**config.mk**
```make
export PLATFORM = sky130hd
export DESIGN_NAME = hbtd_ctrl
export DESIGN_NICKNAME = d
export VERILOG_FILES = /design/src/rtl/hbtd_pkg.sv /design/src/rtl/hbtd_ctrl.sv
export SDC_FILE = /design/constraint.sdc
export NUM_CORES = 1
export LEC_CHECK = 0
export BUFFER_PORTS_ARGS = -buffer_cell sky130_fd_sc_hd__buf_2
export CAP_MARGIN = 20
export CELL_PAD_IN_SITES_DETAIL_PLACEMENT = 1
export CELL_PAD_IN_SITES_GLOBAL_PLACEMENT = 1
export CORE_AREA = 2 2 39 41
export CTS_CLUSTER_SIZE = 40
export DETAILED_ROUTE_END_ITERATION = 16
export DIE_AREA = 0 0 41 43
export PLACE_DENSITY = 0.42
export SLEW_MARGIN = 10
export SYNTH_ARGS = -nofsm -noshare
export SYNTH_HDL_FRONTEND = slang
export SYNTH_SLANG_ARGS = --single-unit
```
**constraint.sdc**
```tcl
create_clock -name clk -period 1.1 [get_ports clk]
set_input_delay 0.11 -clock clk [delete_from_list [all_inputs] [get_ports clk]]
set_output_delay 0.11 -clock clk [all_outputs]
set_load 0.05 [all_outputs]
```
**src/rtl/hbtd_pkg.sv**
```systemverilog
// Package for the hot branch target detector.
// Holds shared constants, register indexes, the controller state type and the
// command and status structs. No dependencies.
`timescale 1ns / 1ps

package hbtd_pkg;

  // Default sizing handed to the top level
  localparam int TABLE_ENTRIES_DEF = 64;
  localparam int COUNT_BITS_DEF    = 16;

  // Stream payload widths
  localparam int ADDR_W          = 64;
  localparam int IN_TDATA_W      = 2 * ADDR_W;
  localparam int OUT_TDATA_W     = ADDR_W;
  localparam int OUT_TUSER_W     = 2;
  localparam int OUT_USER_START  = 0;
  localparam int OUT_USER_FULL   = 1;

  // Configuration port
  localparam int CFG_INDEX_W = 8;
  localparam int CFG_DATA_W  = 16;
  localparam int THRESH_W    = 16;

  localparam logic [CFG_INDEX_W-1:0] CFG_IDX_COUNT_MODE    = 8'd0;
  localparam logic [CFG_INDEX_W-1:0] CFG_IDX_HOT_THRESHOLD = 8'd1;

  localparam logic [THRESH_W-1:0] HOT_THRESHOLD_RESET = 16'd50;

  // Controller states
  typedef enum logic [1:0] {
    ST_IDLE,
    ST_SCAN,
    ST_COMMIT
  } hbtd_state_t;

  // Controller to datapath
  typedef struct packed {
    logic load;    // capture the input item, restart the table scan
    logic scan;    // issue the next table read and check the previous one
    logic commit;  // update the table and load the output register
  } hbtd_cmd_t;

  // Datapath to controller
  typedef struct packed {
    logic hit;       // checked entry matches the target
    logic scan_end;  // all used entries checked without a match
    logic out_free;  // output register can take a result this cycle
  } hbtd_sts_t;

endpackage

```
**src/rtl/hbtd_ctrl.sv**
```systemverilog
// Controller for the hot branch target detector.
// Sequences accept, table scan and commit; depends on hbtd_pkg.
`timescale 1ns / 1ps

module hbtd_ctrl (
  input  logic              clk,
  input  logic              rst_n,
  input  logic              in_tvalid,
  output logic              in_tready,
  input  hbtd_pkg::hbtd_sts_t sts,
  output hbtd_pkg::hbtd_cmd_t cmd
);

  hbtd_pkg::hbtd_state_t state_r, state_nxt;

  // State register
  always_ff @(posedge clk) begin
    if (!rst_n) begin
      state_r <= hbtd_pkg::ST_IDLE;
    end else begin
      state_r <= state_nxt;
    end
  end

  // Next state and commands
  always_comb begin
    state_nxt  = state_r;
    cmd        = '0;
    in_tready  = 1'b0;
    case (state_r)
      hbtd_pkg::ST_IDLE: begin
        in_tready = 1'b1;
        if (in_tvalid) begin
          cmd.load  = 1'b1;
          state_nxt = hbtd_pkg::ST_SCAN;
        end
      end
      hbtd_pkg::ST_SCAN: begin
        cmd.scan = 1'b1;
        if (sts.hit || sts.scan_end) begin
          state_nxt = hbtd_pkg::ST_COMMIT;
        end
      end
      hbtd_pkg::ST_COMMIT: begin
        // wait for room in the output register
        if (sts.out_free) begin
          cmd.commit = 1'b1;
          state_nxt  = hbtd_pkg::ST_IDLE;
        end
      end
      default: begin
        state_nxt = hbtd_pkg::ST_IDLE;
      end
    endcase
  end

endmodule

```
## After elaboration in Yosys (flattened, before gate mapping)

Cells that the tools add are included.

- Bits of input ports: 6
- Output and inout bits: 4
- Word-level logic and storage cells: 19
- Flip-flop bits (word level): 2

- Eq/ne operators: 5
- Mux-type cells: 10
- Reductions and logical operators: 3

Operators with widths:

| operator | count |
|---|---|
| two-way mux 1 bit | 6 |
| two-way mux 2 bit | 3 |
| inequality test 2 bit (second input constant) | 3 |
| case mux 2 bit (3 select lines) | 1 |
| AND reduction 3 bit | 1 |
| equality test 2 x 1 -> 1 bit (second input constant) | 1 |
| equality test 2 bit (second input constant) | 1 |
| zero test 2 bit | 1 |
| logical OR 1 bit | 1 |

## Logic depth before layout (Yosys ltp)

- Word-level depth: 3
- Gate-level depth with buffers: 3
- Mapped depth without buffers: 3

## Least setup slack after synthesis

Ideal clock, no wire load.

- Path kind: register to output
- Start: register state_r[1]
- End: output cmd[2] (netlist bit)
- Path slack: -569 ps
- Data arrival time: 1559 ps
- Data required time: 990 ps
- Buffers on the path: 0
- Cell stages (with the launch flop): 3
- Cell sequence: dfxtp_1 -> nor2_1 -> and2_1

RTL lines:

| what | line | RTL |
|---|---|---|
| start, declared | hbtd_ctrl.sv:14 | `hbtd_pkg::hbtd_state_t state_r, state_nxt;` |
| start signal, assigned | hbtd_ctrl.sv:19 | `state_r <= hbtd_pkg::ST_IDLE;` |
| start signal, assigned | hbtd_ctrl.sv:21 | `state_r <= state_nxt;` |
| end, declared | hbtd_ctrl.sv:11 | `output hbtd_pkg::hbtd_cmd_t cmd` |

==> impl_metrics.env <==
export IMPL_synth_cell_types=9
export IMPL_antenna_left=0
export IMPL_wl_um=306
export IMPL_synth_seq_cells=2
export IMPL_finalClockSkew_ps=1.319
export IMPL_overflow=0
export IMPL_syn_area_um2=115.1
export IMPL_yosysWarningCount=0
export IMPL_synth_compound_area_share_pct=6.522
export IMPL_wl_per_cell_um=7.463
export IMPL_finalCriticalPeriod_ps=1076
export IMPL_area_growth_pct=113.0
export IMPL_path_clk_slew_ps=30
export IMPL_drt_iter0_markers=4
export IMPL_slew_violations=0
export IMPL_cp_max_fo=5
export IMPL_crit_arrival_ps=970
export IMPL_layout_common_cells="buf_2, clkbuf_4, nor3b_1, buf_6, dfxtp_4"
export IMPL_grt_pass1_vias=131
export IMPL_status="complete, no violations"
export IMPL_rsz0062_at_grt="yes"
export IMPL_muxShareOfSynthArea_pct=8.696
export IMPL_std_cell_rows=14
export IMPL_drc=0
export IMPL_placement_io_buffers=9
export IMPL_grt_usage_pct=5.506
export IMPL_core_area_um2=1384
export IMPL_p_leak_uw=0.0001078
export IMPL_cts_buffer_depth=2
export IMPL_htreeDepth=1
export IMPL_critPathKind="reg -> out"
export IMPL_clock_root_buffer="clkbuf_4"
export IMPL_synthAdderAreaFrac_pct=0
export IMPL_grt_antenna_before_repair=0
export IMPL_drv_cap=0
export IMPL_pin_count=10
export IMPL_firstDrtPassIters=4
export IMPL_synthSimpleGateAreaFrac_pct=50.00
export IMPL_grt_pass1_wl_um=510
export IMPL_ys_seq_area_share_pct=34.78
export IMPL_total_power_uw=348.9
export IMPL_largest_register_ff_count=2
export IMPL_end_kind="primary output"
export IMPL_utilization_pct=17.72
export IMPL_clk_latency_ps=220
export IMPL_cts_tree="done"
export IMPL_tightest_slew_ps=246.3
export IMPL_hold_viol=0
export IMPL_cts_buffers=3
export IMPL_synth_top_family_by_area="simple AND/OR/NAND/NOR gates"
export IMPL_fmax_mhz=929.5
export IMPL_ir_worst_vdd_mv=0.3969
export IMPL_via_per_inst=3.073
export IMPL_final_common_cell="buf_2"
export IMPL_die_w_um=41
export IMPL_p_per_area_nw_per_um2=1423
export IMPL_reg_top3="state_r: 2 flops"
export IMPL_synth_xor_area_share_pct=0
export IMPL_fin_crit_sh_pct=97.81
export IMPL_globalplace_congestion=0.4954
export IMPL_drive_gt1_share_pct=72.00
export IMPL_worstPathRequired_ps=990
export IMPL_nets=33
export IMPL_top_register="state_r"
export IMPL_die_area_um2=1763
export IMPL_tns_ps=0
export IMPL_grt_max_degree=6
export IMPL_hp_class="in -> reg"
export IMPL_syn_nets=19
export IMPL_clock_sinks=2
export IMPL_synth_avg_cell_area_um2=8.855
export IMPL_floorplan_initialDensity_pct=8.318
export IMPL_cts_setup_buffers=0
export IMPL_cts_hold_buf=0
export IMPL_num_vias=126
export IMPL_slew_headroom_pct=83.69
export IMPL_setup_violations=0
export IMPL_num_antenna_cells=0
export IMPL_netlist_instances=13
export IMPL_die_h_um=43
export IMPL_crit_path_start_kind="flip-flop"
==> cell usage after synthesis, drive strengths merged <==
| cell | count | area (µm²) |
|---|---|---|
| and2 | 1 | 6.260 |
| and2b | 1 | 7.510 |
| dfxtp | 2 | 40.04 |
| mux2i | 1 | 10.01 |
| nand2 | 1 | 3.750 |
| nor2 | 3 | 11.26 |
| nor2b | 1 | 13.76 |
| nor3b | 2 | 15.01 |
| o21a | 1 | 7.510 |
==> kinds of logic (layout without fill, tap and decap cells) <==
| logic type | Yosys count | count (layout) |
|---|---|---|
| compound gates | 1 | 1 |
| flops | 2 | 2 |
| mux | 1 | 1 |
| simple gates | 9 | 9 |
| buf+inv | 0 | 12 |
==> area by class of cell <==
class                      instances  area, µm²
fill                             165       1139
multi-input combinational         11      87.58
clock buffer                       3      22.52
timing repair buffer               9      67.56
tap                               16      20.02
sequential                         2      47.55
==> power breakdown <==
| group | leakage, µW | internal, µW | switching, µW |
|---|---|---|---|
| clock | 0.0000138 | 120 | 39.7 |
| combinational | 0.0000762 | 44.3 | 57.8 |
| sequential | 0.0000178 | 76.9 | 10.0 |
==> per-layer routing <==
layer  up-vias  wire length, µm  GRT usage (%)
met1        50              115          4.140
met4         0                0          6.000
met2         9              138          5.625
met3         0               52          7.853
met5         -                0              0
li1         67                -              -
==> final timing paths <==
kind	end	slack (ps)	from	depth (start not counted)
max	cmd[2]	20	state_r[1]	3
max reg2reg	state_r[1]	190	state_r[0]	3
min	state_r[1]	110	rst_n	2
min reg2reg	state_r[0]	470	state_r[1]	1
==> worst max-delay path, cell delays in order (launching register included) <==
cell and delay, ps:
dfxtp_4 360, nor2_4 110, and2_4 140, buf_8 130
==> per-stage QoR <==
| step | hold slack [ps] | cell area [µm²] | setup WS, ps | std cells |
|---|---|---|---|---|
| floorplan | 227.5 | 126.4 | -41.84 | 13 |
| detailed placement | 344.1 | 191.4 | 81.78 | 38 |
| finish | 112.8 | 245.2 | 24.10 | 41 |
| CTS | 107.7 | 237.7 | 3.908 | 41 |
| global route | 117.8 | 245.2 | -14.92 | 41 |
| global placement | 335.9 | 191.4 | 81.94 | 38 |
==> what timing repair did <==
action	4_1_cts	5_1_grt
pin swaps	0	2
setup endpoints to repair	4	4
gates resized for setup	10	2
Note: power is estimated with default switching activity, not from simulation.
